$ cat src/rtl/rcep_sqrt.sv
`timescale 1ns / 1ps
module rcep_sqrt #(
    parameter int WR = 64,
    parameter int PW = 1
) (
    input  logic                 aclk,
    input  logic                 aresetn,
    input  logic                 en,
    input  logic                 vld_in,
    input  logic [WR-1:0]        rad,
    input  logic [PW-1:0]        pay_in,
    output logic                 vld_out,
    output logic [(WR+1)/2-1:0]  root,
    output logic [PW-1:0]        pay_out
);

    localparam int NR = (WR + 1) / 2;
    localparam int RW = NR + 2;

    logic [2*NR-1:0] rad_reg  [NR];
    logic [RW-1:0]   rem_reg  [NR];
    logic [NR-1:0]   root_reg [NR];
    logic [PW-1:0]   pay_reg  [NR];
    logic            vld_reg  [NR];

    genvar k;
    generate
        for (k = 0; k < NR; k++) begin : g_stage
            logic [2*NR-1:0] rad_in;
            logic [RW-1:0]   rem_in;
            logic [NR-1:0]   root_in;
            logic [PW-1:0]   pay_s;
            logic            vld_s;
            logic [RW+1:0]   cur;
            logic [RW+1:0]   trial;
            logic            ge;
            logic [RW-1:0]   rem_next;
            logic [NR-1:0]   root_next;

            if (k == 0) begin : g_first
                assign rad_in  = (2*NR)'(rad);
                assign rem_in  = '0;
                assign root_in = '0;
                assign pay_s   = pay_in;
                assign vld_s   = vld_in;
            end else begin : g_rest
                assign rad_in  = rad_reg[k-1];
                assign rem_in  = rem_reg[k-1];
                assign root_in = root_reg[k-1];
                assign pay_s   = pay_reg[k-1];
                assign vld_s   = vld_reg[k-1];
            end

            // bring down two radicand bits, try root*4+1
            assign cur       = {rem_in, rad_in[2*(NR-1-k) +: 2]};
            assign trial     = (RW+2)'({root_in, 2'b01});
            assign ge        = (cur >= trial);
            assign rem_next  = ge ? RW'(cur - trial) : RW'(cur);
            assign root_next = {root_in[NR-2:0], ge};

            always_ff @(posedge aclk) begin
                if (!aresetn) begin
                    vld_reg[k] <= 1'b0;
                end else if (en) begin
                    vld_reg[k] <= vld_s;
                end
            end

            always_ff @(posedge aclk) begin
                if (en) begin
                    rad_reg[k]  <= rad_in;
                    rem_reg[k]  <= rem_next;
                    root_reg[k] <= root_next;
                    pay_reg[k]  <= pay_s;
                end
            end
        end
    endgenerate

    assign vld_out = vld_reg[NR-1];
    assign root    = root_reg[NR-1];
    assign pay_out = pay_reg[NR-1];

endmodule

$ cat config.mk
export PLATFORM = sky130hd
export DESIGN_NAME = rcep_sqrt
export DESIGN_NICKNAME = d
export VERILOG_FILES = /design/src/rtl/rcep_sqrt.sv
export SDC_FILE = /design/constraint.sdc
export NUM_CORES = 2
export LEC_CHECK = 0
export CAP_MARGIN = 30
export CORE_MARGIN = 2
export CORE_UTILIZATION = 66
export CTS_BUF_LIST = sky130_fd_sc_hd__clkbuf_8
export DETAILED_ROUTE_END_ITERATION = 12
export DONT_BUFFER_PORTS = 1
export PLACE_DENSITY = 0.86
export SLEW_MARGIN = 20
export SYNTH_ARGS = -nofsm -noshare
export SYNTH_HDL_FRONTEND = slang
export SYNTH_MEMORY_MAX_BITS = 65536
export SYNTH_SLANG_ARGS = --single-unit
$ cat constraint.sdc
create_clock -name aclk -period 4.2 [get_ports aclk]
set_input_delay 0.21 -clock aclk [delete_from_list [all_inputs] [get_ports aclk]]
set_output_delay 0.21 -clock aclk [all_outputs]
set_load 0.005 [all_outputs]
; Word level (Yosys, flattened, before mapping)
; Memories as Yosys holds them, arrays and structs flattened.
; Index checks and enable logic that the tools add are counted.
[totals]
n_memories = 5
mem_bits_rw = 4224
inputBits = 69
ff_bits = 0
out_inout_bits = 34
elab_cells = 170
[memory_table]
columns = memory, words, word_bits, read_ports, rd_clocked_by_memory_dff, write_ports, line_no
row1 = rad_reg, 32, 64, 31, 0, 32, 20  ; logic [2*NR-1:0] rad_reg [NR];
row2 = rem_reg, 32, 34, 31, 0, 32, 21  ; logic [RW-1:0] rem_reg [NR];
row3 = root_reg, 32, 32, 32, 0, 32, 22  ; logic [NR-1:0] root_reg [NR];
row4 = pay_reg, 32, 1, 32, 0, 32, 23  ; logic [PW-1:0] pay_reg [NR];
row5 = vld_reg, 32, 1, 32, 0, 32, 24  ; logic vld_reg [NR];
[op_classes]
mux = 69
magnitude_cmp = 32
add_sub_neg = 32
n_bitwise = 32
[op_table]
columns = op, n
row1 = >= comparator 36 x 34 -> 1 bit, 31
row2 = 2-to-1 mux 34 bit, 32
row3 = subtractor 34 bit, 31
row4 = 2-to-1 mux 1 bit, 37
row5 = bitwise OR 1 bit, 32
row6 = subtractor 2 x 1 -> 3 bit (second input constant), 1
row7 = >= comparator 2 x 1 -> 1 bit (second input constant), 1

; Logic depth before layout (Yosys ltp)
[logic_depth]
depth_word = 4
ltp_mapped = 15
depth_no_buf = 14

; Least setup slack after synthesis
; Ideal clock, no wire load.
[synth_timing]
path_kind = reg-to-reg
startpoint = mem rem_reg[0][146] (netlist bit)
endpoint = mem rem_reg[0][201] (netlist bit) (data pin)
path_buffers = 2
setup_slack_ns = 0.792
period_less_slack_ns = 3.408
arrival_time_ns = 3.136
path_stages_with_launch = 14
required_ns = 3.929
setup_ns = 0.271
path_cell_list = edfxtp_1 -> or4_4 -> or3_4 -> or4_4 -> a2111oi_2 -> and2_1 -> buf_6 -> inv_4 -> and3_1 -> nand2_2 -> or2_1 -> buf_4 -> nor4_1 -> xor2_1
[synth_rtl]
columns = element, line_no
row1 = "start, declared", 21

==> flow_summary_export.csv <==
group,metric,value,unit
sta,tns,0,ps
global_route,grt_usage,26.5,%
floorplan,rows,155,
power_and_ir_drop,p_leak,51.2,nW
power_and_ir_drop,intPower,48.9,mW
critical_path,worst_path_largest_cell_delay,680,ps
cts,cts_buffers,415,
critical_path,crit_buf_inv,2,
route,drt-initial-drc-count,6473,
critical_path,crit_type,"flip-flop to flip-flop",
power_and_ir_drop,power_frac_comb,20.8,%
synthesis,synth_nets,9718,
route,drc,0,
critical_path,worstSetupStartpoint,"rem_reg[1][52]",
power_and_ir_drop,p_switching,20.2,mW
route,dr.pass1.iters,9,
cts,clkTransAtPathRegs,70,ps
critical_path,reg2reg_depth,9,
synthesis,ys_ff_latch,2587,
critical_path,cp.required,5020,ps
cts,cts_setup_buffers,0,
cells_and_area,mostFrequentLayoutCell,"edfxtp_1",
critical_path,crit_fanout,23,
global_route,antenna_found_initial,3,
synthesis,seq_area_frac_synth,65.3,%
floorplan,die_x,428,um
synthesis,synth.cell_area,0.119,mm^2
floorplan,start_util,66.5,%
synthesis,avgSynthCellArea,13.1,um^2
sta,tightestPinTransition,951,ps
route,viasPerCell,5.97,
power_and_ir_drop,swShare,29.3,%
sta,fmax,252,MHz
cts,h-tree-depth,5,
critical_path,timing.rr.start,"rem_reg[1][52]",
cells_and_area,area_growth,10.5,%
cells_and_area,nNetsFinal,10200,
synthesis,ys_warn_count,0,
critical_path,critical_path.endpoint,"rem_reg[1][80]",
global_route,grt_pass1_vias,73000,
outcome,run_status,"complete, no violations",
critical_path,reg2reg_setup_slack,230,ps
critical_path,cp-end-kind,"flip-flop",
placed_design,gp_congestion,0.932,
global_route,grt_max_degree,161,
critical_path,critPathSlowestCell,"nor2b_2",
synthesis,synthFlopType,"edfxtp_1",
synthesis,synthCells,9087,
cts,cts_tree,"done",
global_route,grt_pass1_wl,386000,um
cells_and_area,layout-drive-gt1-share,7.80,%
floorplan,core_area,0.179,mm^2
sta,finalCriticalPeriod,3970,ps
sta,rsz0062_at_grt,"false",
cells_and_area,fillers,11100,
power_and_ir_drop,total_power,69.1,mW
cells_and_area,most-common-layout-cells,"edfxtp_1, inv_1, nand2_1",
route,ant_nets,0,
cts,cts.path.max_buffers,4,
floorplan,die-area,0.184,mm^2
cells_and_area,largest_register_ffs,1003,
run,drv_cap,0,
sta,period_share,94.6,%
critical_path,crit_chain,"or3_1 > or3_1 > nor4_1 > o311a_1 > inv_1 > a211oi_1 > nor2b_2 > buf_4 > o21ai_0",
critical_path,cp.depth,9,
critical_path,crit_top_cell,"or3_1",
sta,drv_slew,0,
critical_path,r2r_end,"rem_reg[1][80]",
floorplan,chipHeight,428,um
cts,cts_sinks,2587,
sta,skew,82.5,ps
placed_design,port_buffers,0,
sta,slew_headroom,36.0,%
power_and_ir_drop,pwr_density_cell,526,mW/mm^2
power_and_ir_drop,ir_drop,0.000458,V
critical_path,critPathTopFamily,"simple AND/OR/NAND/NOR gates",
power_and_ir_drop,p_clk_share,29.0,%
sta,hold_viol,0,
cts,clockRootBuffer,"clkbuf_8",
critical_path,critPathArrivalTime,4790,ps
critical_path,crit_path_start_kind,"flip-flop",
power_and_ir_drop,p_seq_share,50.2,%
global_route,overflow,0,
cts,clock_latency,1080,ps
placed_design,dpl.hpwl,171000,um
min_path,hp-class,"input pin to flip-flop",
route,routed_wl,247000,um
route,routed-via-count,73100,
route,wl_per_cell,20.1,um
synthesis,ys_types,96,
floorplan,io_pins,103,
synthesis,ys_async_sr_fraction,0,%
synthesis,synth_edf_count,2586,
sta,setup_viol,0,
==> cell families after synthesis <==
family                     after synthesis  synth area share, %
and+or+nand+nor                       2306                 9.56
DFF                                   2587                 65.3
muxes                                   79                0.743
other                                    1              0.00315
adders and majority gates              562                 5.91
AOI/OAI and AO/OA                     1803                 9.41
xor gates and xnor gates               835                 6.15
buffers and inverters                  914                 2.91
==> layout make-up <==
class	count	area [um^2]	share of cell area [%]
Multi-Input combinational cell	5586	37900	28.8
Timing Repair Buffer	249	2580	1.96
Clock inverter	315	1790	1.36
Antenna cell	3	7.51	0.00571
Inverter	738	2770	2.11
Tap cell	2355	2950	2.24
Clock buffer	419	5770	4.39
Sequential cell	2587	77700	59.1
==> worst min path at each step <==
stage             from        endpoint  slack, ps  cells after the start
6_report        rad[1]   rad_reg[0][1]        300                      2
3_3_place_gp   rad[35]  rad_reg[0][35]        310                      0
4_1_cts        rad[25]  rad_reg[0][25]        180                      2
5_1_grt        rad[25]  rad_reg[0][25]        240                      2
3_5_place_dp   rad[29]  rad_reg[0][29]        310                      0
2_1_floorplan   pay_in      pay_reg[0]        310                      0
==> Yosys cell counts (11+ instances only) <==
master / n / share of area (%)
nor2b_1: 77 / 0.41
o21a_1: 100 / 0.63
o21ai_0: 470 / 2.0
ha_1: 562 / 5.9
mux2i_1: 14 / 0.12
or2_2: 36 / 0.19
a21o_1: 263 / 1.7
a31oi_1: 43 / 0.23
a21boi_0: 23 / 0.15
o21bai_1: 65 / 0.41
and2_1: 36 / 0.19
a21oi_1: 546 / 2.3
nor3_1: 219 / 0.92
nor3b_1: 15 / 0.095
nand2b_1: 104 / 0.55
or3_1: 101 / 0.53
a41oi_1: 11 / 0.081
nand3_1: 129 / 0.54
nand4_1: 94 / 0.49
nand2_1: 657 / 2.1
and3_1: 76 / 0.40
buf_1: 11 / 0.035
edfxtp_1: 2586 / 65
clkbuf_1: 158 / 0.50
o41ai_1: 13 / 0.096
o211ai_1: 30 / 0.19
nor4_1: 103 / 0.54
or4_1: 57 / 0.36
xnor2_1: 444 / 3.3
mux2_2: 62 / 0.59
a211oi_1: 36 / 0.23
inv_1: 735 / 2.3
o31ai_1: 64 / 0.40
and4_1: 14 / 0.10
nand3b_1: 23 / 0.15
xor2_1: 391 / 2.9
nor2_1: 516 / 1.6
a211o_1: 14 / 0.10
==> metal layers <==
layer | GRT usage, % | routed length, um
met1 | 32.0 | 95400
met2 | 47.0 | 127000
met3 | 3.95 | 13000
met4 | 12.6 | 11400
met5 | 0 | 0
==> power by group through the flow <==
| stage | clock [mW] | sequential (mW) | combinational [mW] |
|---|---|---|---|
| floorplan | 0 | 34.2 | 10.3 |
| global placement | 0 | 35.1 | 13.5 |
| detailed placement | 0 | 35.2 | 13.9 |
| CTS | 20.4 | 34.7 | 14.2 |
| global route | 21.6 | 35.0 | 15.8 |
| finish | 20.0 | 34.7 | 14.4 |
==> repair_timing <==
item                                    in CTS  in global routing
hold endpoints to repair                   323                  0
hold buffers                               136                  0
endpoints found under the setup margin       0                  1
gates resized for setup                      0                  2
==> stage by stage <==
stage          hold slack, ps  worst slack [ps]  std cells  cell area [um^2]  util (%)
3_3_place_gp              309               349      11400            122000      68.5
2_1_floorplan             309               792       9087            119000         -
6_report                  298               228      12300            131000      73.5
5_1_grt                   238              21.7      12300            131000      73.5
3_5_place_dp              309               323      11400            122000      68.5
4_1_cts                   179               303      12200            131000      73.5
Power figures use the tool's default switching activity.
