--- src/rtl/rcep_pkg.sv ---
`timescale 1ns / 1ps
package rcep_pkg;

    typedef logic [1:0] status_t;

    localparam status_t STATUS_OK       = 2'd0;
    localparam status_t STATUS_MISS     = 2'd1;
    localparam status_t STATUS_ZERO_VEL = 2'd2;

    // digit width of the shift-add multipliers
    localparam int DIGIT_BITS = 16;

endpackage

--- src/rtl/rcep_mul.sv ---
`timescale 1ns / 1ps
module rcep_mul #(
    parameter int WA = 32,
    parameter int WB = 32,
    parameter int PW = 1
) (
    input  logic              aclk,
    input  logic              aresetn,
    input  logic              en,
    input  logic              vld_in,
    input  logic [WA-1:0]     a,
    input  logic [WB-1:0]     b,
    input  logic [PW-1:0]     pay_in,
    output logic              vld_out,
    output logic [WA+WB-1:0]  prod,
    output logic [PW-1:0]     pay_out
);

    localparam int DB  = rcep_pkg::DIGIT_BITS;
    localparam int ND  = (WB + DB - 1) / DB;
    localparam int WBP = ND * DB;
    localparam int WP  = WA + WB;

    logic [WP-1:0]  acc_reg [ND];
    logic [WA-1:0]  a_reg   [ND];
    logic [WBP-1:0] b_reg   [ND];
    logic [PW-1:0]  pay_reg [ND];
    logic           vld_reg [ND];

    genvar k;
    generate
        for (k = 0; k < ND; k++) begin : g_stage
            logic [WP-1:0]  acc_in;
            logic [WA-1:0]  a_in;
            logic [WBP-1:0] b_in;
            logic [PW-1:0]  pay_s;
            logic           vld_s;
            logic [WP-1:0]  a_wide;
            logic [DB-1:0]  digit;
            logic [WP-1:0]  acc_next;

            if (k == 0) begin : g_first
                assign acc_in = '0;
                assign a_in   = a;
                assign b_in   = WBP'(b);
                assign pay_s  = pay_in;
                assign vld_s  = vld_in;
            end else begin : g_rest
                assign acc_in = acc_reg[k-1];
                assign a_in   = a_reg[k-1];
                assign b_in   = b_reg[k-1];
                assign pay_s  = pay_reg[k-1];
                assign vld_s  = vld_reg[k-1];
            end

            // add one partial product per stage
            assign a_wide   = WP'(a_in);
            assign digit    = b_in[k*DB +: DB];
            assign acc_next = acc_in + ((a_wide * WP'(digit)) << (k * DB));

            always_ff @(posedge aclk) begin
                if (!aresetn) begin
                    vld_reg[k] <= 1'b0;
                end else if (en) begin
                    vld_reg[k] <= vld_s;
                end
            end

            always_ff @(posedge aclk) begin
                if (en) begin
                    acc_reg[k] <= acc_next;
                    a_reg[k]   <= a_in;
                    b_reg[k]   <= b_in;
                    pay_reg[k] <= pay_s;
                end
            end
        end
    endgenerate

    assign vld_out = vld_reg[ND-1];
    assign prod    = acc_reg[ND-1];
    assign pay_out = pay_reg[ND-1];

endmodule

--- config.mk ---
export PLATFORM = sky130hd
export DESIGN_NAME = rcep_mul
export DESIGN_NICKNAME = d
export VERILOG_FILES = /design/src/rtl/rcep_pkg.sv /design/src/rtl/rcep_mul.sv
export SDC_FILE = /design/constraint.sdc
export NUM_CORES = 2
export LEC_CHECK = 0
export BUFFER_PORTS_ARGS = -buffer_cell sky130_fd_sc_hd__buf_2
export CAP_MARGIN = 20
export CORE_MARGIN = 2
export CORE_UTILIZATION = 55
export DETAILED_ROUTE_END_ITERATION = 8
export GPL_TIMING_DRIVEN = 0
export PLACE_DENSITY_LB_ADDON = 0.15
export SLEW_MARGIN = 20
export SYNTH_ARGS = -nofsm -noshare
export SYNTH_HDL_FRONTEND = slang
export SYNTH_SLANG_ARGS = --single-unit
--- constraint.sdc ---
create_clock -name aclk -period 7.9 [get_ports aclk]
set_input_delay 1.185 -clock aclk [delete_from_list [all_inputs] [get_ports aclk]]
set_output_delay 1.185 -clock aclk [all_outputs]
set_load 0.01 [all_outputs]
Word-level counts from Yosys, hierarchy flattened
Memories as Yosys holds them, arrays and structs flattened.
Index checks and enable logic that the tools add are counted.
Widths: inputs -> output; s select.
{"block": "word_totals", "regBits": 0, "ramBits": 260, "inputBits": 69, "output_inout_bits": 66, "elab_cells": 17, "mem_count": 5}
{"block": "classes", "n_addsub": 1, "n_mul": 2, "n_mux": 7, "bitwise": 2}
{"memory": "acc_reg", "words": 2, "width": 64, "rd": 2, "rd_clocked_by_memory_dff": 0, "write_ports": 2, "line": "rcep_mul.sv:24", "text": "logic [WP-1:0] acc_reg [ND];"}
{"memory": "a_reg", "words": 2, "width": 32, "rd": 1, "rd_clocked_by_memory_dff": 0, "write_ports": 2, "line": "rcep_mul.sv:25", "text": "logic [WA-1:0] a_reg [ND];"}
{"memory": "b_reg", "words": 2, "width": 32, "rd": 1, "rd_clocked_by_memory_dff": 0, "write_ports": 2, "line": "rcep_mul.sv:26", "text": "logic [WBP-1:0] b_reg [ND];"}
{"memory": "pay_reg", "words": 2, "width": 1, "rd": 2, "rd_clocked_by_memory_dff": 0, "write_ports": 2, "line": "rcep_mul.sv:27", "text": "logic [PW-1:0] pay_reg [ND];"}
{"memory": "vld_reg", "words": 2, "width": 1, "rd": 2, "rd_clocked_by_memory_dff": 0, "write_ports": 2, "line": "rcep_mul.sv:28", "text": "logic vld_reg [ND];"}
{"cell": "$mul 32x16->48", "n": 2}
{"cell": "$add 64x64->64", "n": 1}
{"cell": "$mux 1", "n": 7}
{"cell": "$or 1x1->1", "n": 2}

Longest topological paths before layout
{"block": "logic_depth", "ltp_word": 4, "depth_mapped": 35}

Worst setup path after synthesis
OpenSTA, ideal clock, no wires.
{"block": "synth_path", "kind": "flip-flop to flip-flop", "start": "mem a_reg[0][7]", "end": "mem acc_reg[0][125] in the netlist's numbering (data pin)", "arrival_time_ns": 7.646, "required_time_ns": 7.638, "path_slack_ns": -0.008, "stages_incl_launch_ff": 35, "path_buffers": 1, "synth_period_minus_slack_ns": 7.908, "path_cell_list": "edfxtp_1 -> clkbuf_1 -> nand2_1 -> fa_1 -> inv_1 -> fa_1 -> inv_1 -> fa_1 -> inv_1 -> fa_1 -> fa_1 -> inv_1 -> fa_1 -> inv_1 -> ha_1 -> and2_1 -> a221oi_1 -> o21ba_2 -> o21ai_4 -> a21o_1 -> a21oi_1 -> xnor2_1 -> ha_1 -> nand2_1 -> nor2_1 -> nand2_1 -> o221a_2 -> nand2_1 -> o221a_2 -> a31oi_1 -> a21oi_1 -> a221o_1 -> nor4b_1 -> and4_1 -> xnor2_1"}
{"item": "start, declared", "line": "rcep_mul.sv:25"}
{"item": "end, declared", "line": "rcep_mul.sv:24"}

==> run_results.csv <==
group,metric,value,unit
floorplanning,core_area,0.0700,mm2
floorplanning,die_h,270,um
route,wl_per_cell,21.1,um
timing,worstMarginPinSlew,1.02,ns
worst_setup_path,path_max_fanout,4,
min_path,min_path_type,"flip-flop to flip-flop",
global_route,grt_pass1_vias,30700,
route,route.detailed.drc,0,
worst_setup_path,reg2reg_depth,31,
clock_network,htree_levels,4,
worst_setup_path,crit_family,"adder cells",
route,vias,29300,
worst_setup_path,reg2reg_slack,-0.27,ns
route,final_antenna_net_count,0,
clock_network,clk_latency,0.50,ns
outcome,status,"finished with violations",
worst_setup_path,reg2reg_to,"acc_reg[0][123]",
timing,hold_viol_final,0,
synthesis,syn-num-nets,5331,
min_path,hold_end,"pay_reg[0][1]",
placement,dp.final_hpwl,91800,um
clock_network,cts-root-buf,"clkbuf_16",
worst_setup_path,slowest_delay,0.56,ns
floorplanning,design.die.area,0.0730,mm2
placement,portBuffers,134,
timing,setup_ws,-0.270,ns
worst_setup_path,cp.depth,31,
global_route,grt_pass1_wl,179000,um
synthesis,synth_area,0.0390,mm2
worst_setup_path,cp-end-kind,"flip-flop",
worst_setup_path,cpMaxStageDelayCell,"fa_1",
synthesis,yosysTopAreaCellShare,43.0,%
timing,fin_worst_skew,0.0271,ns
worst_setup_path,crit_start,"a_reg[0][7]",
outcome,violations,"setup timing",
timing,finalSetupTns,-2.63,ns
timing,fin_crit_sh,103,%
finish,syn2layout_area_growth,12.2,%
floorplanning,start_util,55.6,%
placement,dp_cells,5226,
synthesis,syn_avg_cell_area,9.39,um2
clock_network,cts_hold_buf,0,
timing,fmax,0.122,GHz
finish,fin_nets,5609,
synthesis,synthFlopType,"edfxtp_1",
clock_network,cts.sinks,164,
clock_network,path_clk_slew,0.08,ns
placement,finalWeightedCongestion,0.976,
timing,rsz0062_at_grt,"yes",
global_route,grt_max_degree,94,
flow_run,max_cap_violations,0,
min_path,hold_depth,0,
global_route,antenna_found_initial,0,
worst_setup_path,cpMostUsedCell,"fa_1",
placement,place_ws,-2.34,ns
worst_setup_path,cp.arrival,8.40,ns
route,first_pass_iters,6,
clock_network,numCtsBuffers,17,
synthesis,netlist_instances,4151,
worst_setup_path,worst-setup-path-type,"flip-flop to flip-flop",
global_route,track_usage,32.6,%
route,drtIter0Drc,2238,
route,wl,114000,um
min_path,hold_start,"pay_reg[0][0]",
synthesis,ys_seq_elements,164,
synthesis,yosys_warnings,0,
route,viasPerCell,5.45,
worst_setup_path,crit_required,8.13,ns
worst_setup_path,reg2reg_from,"a_reg[0][7]",
timing,slew_headroom,31.5,%
synthesis,yosysTopAreaCell,"fa_1",
timing,period_needed,8.17,ns
timing,setup_violations,17,
floorplanning,ios,135,
timing,slew_violations,0,
floorplanning,fp-row-count,97,
clock_network,cts_tree,"done",
synthesis,synth-edff-count,163,
floorplanning,die_w,270,um
finish,drive_gt1_share,13.5,%
synthesis,synthArstFlopShare,0,%
global_route,grt_overflow,0,
clock_network,max-clock-path-buffers,2,
synthesis,seq_area_frac_synth,12.6,%
worst_setup_path,crit_buf_inv,5,
timing,fin_hold_ws,0.421,ns
finish,largest_reg_flops,112,
worst_setup_path,worst_setup_path_start_kind,"flip-flop",
synthesis,synth_cell_type_count,77,
synthesis,synth.area.top_cells,"fa_1, edfxtp_1, ha_1",
finish,final_cells,5383,
## how the worst max path moves through the flow
| stage | endpoint | slack [ns] |
|---|---|---|
| 2_1_floorplan | acc_reg[0][125] | 0.007 |
| 3_3_place_gp | acc_reg[0][118] | -2.33 |
| 3_5_place_dp | acc_reg[0][118] | -2.34 |
| 4_1_cts | acc_reg[0][118] | -0.16 |
| 5_1_grt | acc_reg[0][118] | -0.50 |
| 6_report | acc_reg[0][123] | -0.27 |
## worst reg2reg max path, delay by kind of cell (launching register included)
family                     cells  cell delay [ns]
adders and majority gates      8             3.62
DFF                            1             0.55
and+or+nand+nor                5             0.61
buffers and inverters          5             0.63
xor gates and xnor gates       2             0.28
AOI/OAI and AO/OA             11             2.25
## synthesized netlist by cell type, types with 4 or more instances
cell type and number:
ha_1 274, nor3_1 14, nor2_1 68, o31ai_1 5
clkbuf_1 169, o21bai_1 16, buf_4 66, edfxtp_1 163
nand4_1 14, and4_1 4, and3_1 20, xnor2_1 87
xor2_1 40, nand2b_1 13, o21ai_0 46, nand3_1 23
a21o_1 79, inv_1 895, nor2b_1 7, a21oi_1 95
nand2_1 760, and2_1 339, a31oi_1 13, o211ai_1 4
a211oi_1 9, nor3b_1 5, o21a_1 12, fa_1 837
a211o_1 7
## per-stage QoR
| step | util [%] | area (um2) |
|---|---|---|
| final | 62.4 | 43700 |
| after global routing | 62.4 | 43700 |
| after CTS | 61.8 | 43300 |
| after detailed placement | 58.3 | 40800 |
| after global placement | 58.3 | 40800 |
| after floorplan | - | 39000 |
## cells in the final DEF, fill, tap and decap left out, types with 8 or more instances in the layout
cell / synthesis / final
inv_1: 895 / 889
fa_1: 837 / 830
nand2_1: 760 / 752
and2_1: 339 / 336
ha_1: 274 / 253
buf_4: 66 / 183
edfxtp_1: 163 / 163
buf_2: 1 / 135
a21oi_1: 95 / 82
a21o_1: 79 / 79
xnor2_1: 87 / 79
nor2_1: 68 / 65
clkbuf_1: 169 / 54
clkbuf_2: 0 / 48
o21ai_0: 46 / 38
xor2_1: 40 / 37
clkbuf_4: 0 / 28
clkbuf_8: 0 / 21
clkbuf_16: 0 / 20
and3_1: 20 / 18
nand3_1: 23 / 17
o21bai_1: 16 / 16
nand4_1: 14 / 14
buf_6: 0 / 14
nand2b_1: 13 / 13
a31oi_1: 13 / 11
o21a_1: 12 / 11
a21oi_2: 0 / 11
nor3_1: 14 / 11
ha_4: 0 / 11
ha_2: 0 / 10
xnor2_2: 1 / 8
## routing by layer
| layer | vias to the layer above | part of all wire, % | GRT usage (%) |
|---|---|---|---|
| met1 | 14800 | 41 | 44.7 |
| met4 | 0 | 3.7 | 11.2 |
| li1 | 13000 | - | - |
| met3 | 200 | 11 | 9.60 |
| met5 | - | 0 | 0 |
| met2 | 1367 | 44 | 49.7 |
## logic make-up after synthesis
logic type / after synthesis / share of synthesized area (%)
adder cells (fa/ha/maj): 1111 / 51.8
AO/OA/AOI/OAI: 332 / 5.77
AND/OR/NAND/NOR: 1283 / 15.3
XOR/XNOR: 128 / 2.90
buffers and inverters: 1131 / 11.5
flip-flops: 164 / 12.6
multiplexers: 2 / 0.0514
## final cells by class
class	count	area [um2]
antenna	1	2.50
buffer	231	1610
clock buffer	17	425
clock inverter	15	161
fill	6018	26300
inverter	895	3360
multi-input combinational	2856	30300
sequential	164	4910
tap	940	1180
timing repair buffer	264	1770
## timing repair
item                                    in CTS  in global routing
resized for setup                          289                113
cloned                                       1                  0
pin swaps                                   79                 33
setup buffers                              106                 25
endpoints found under the setup margin      37                 29
Power is left out: the tool's default activity adds up to more than one toggle a clock period on the data nets, which glitch-free logic cannot reach.
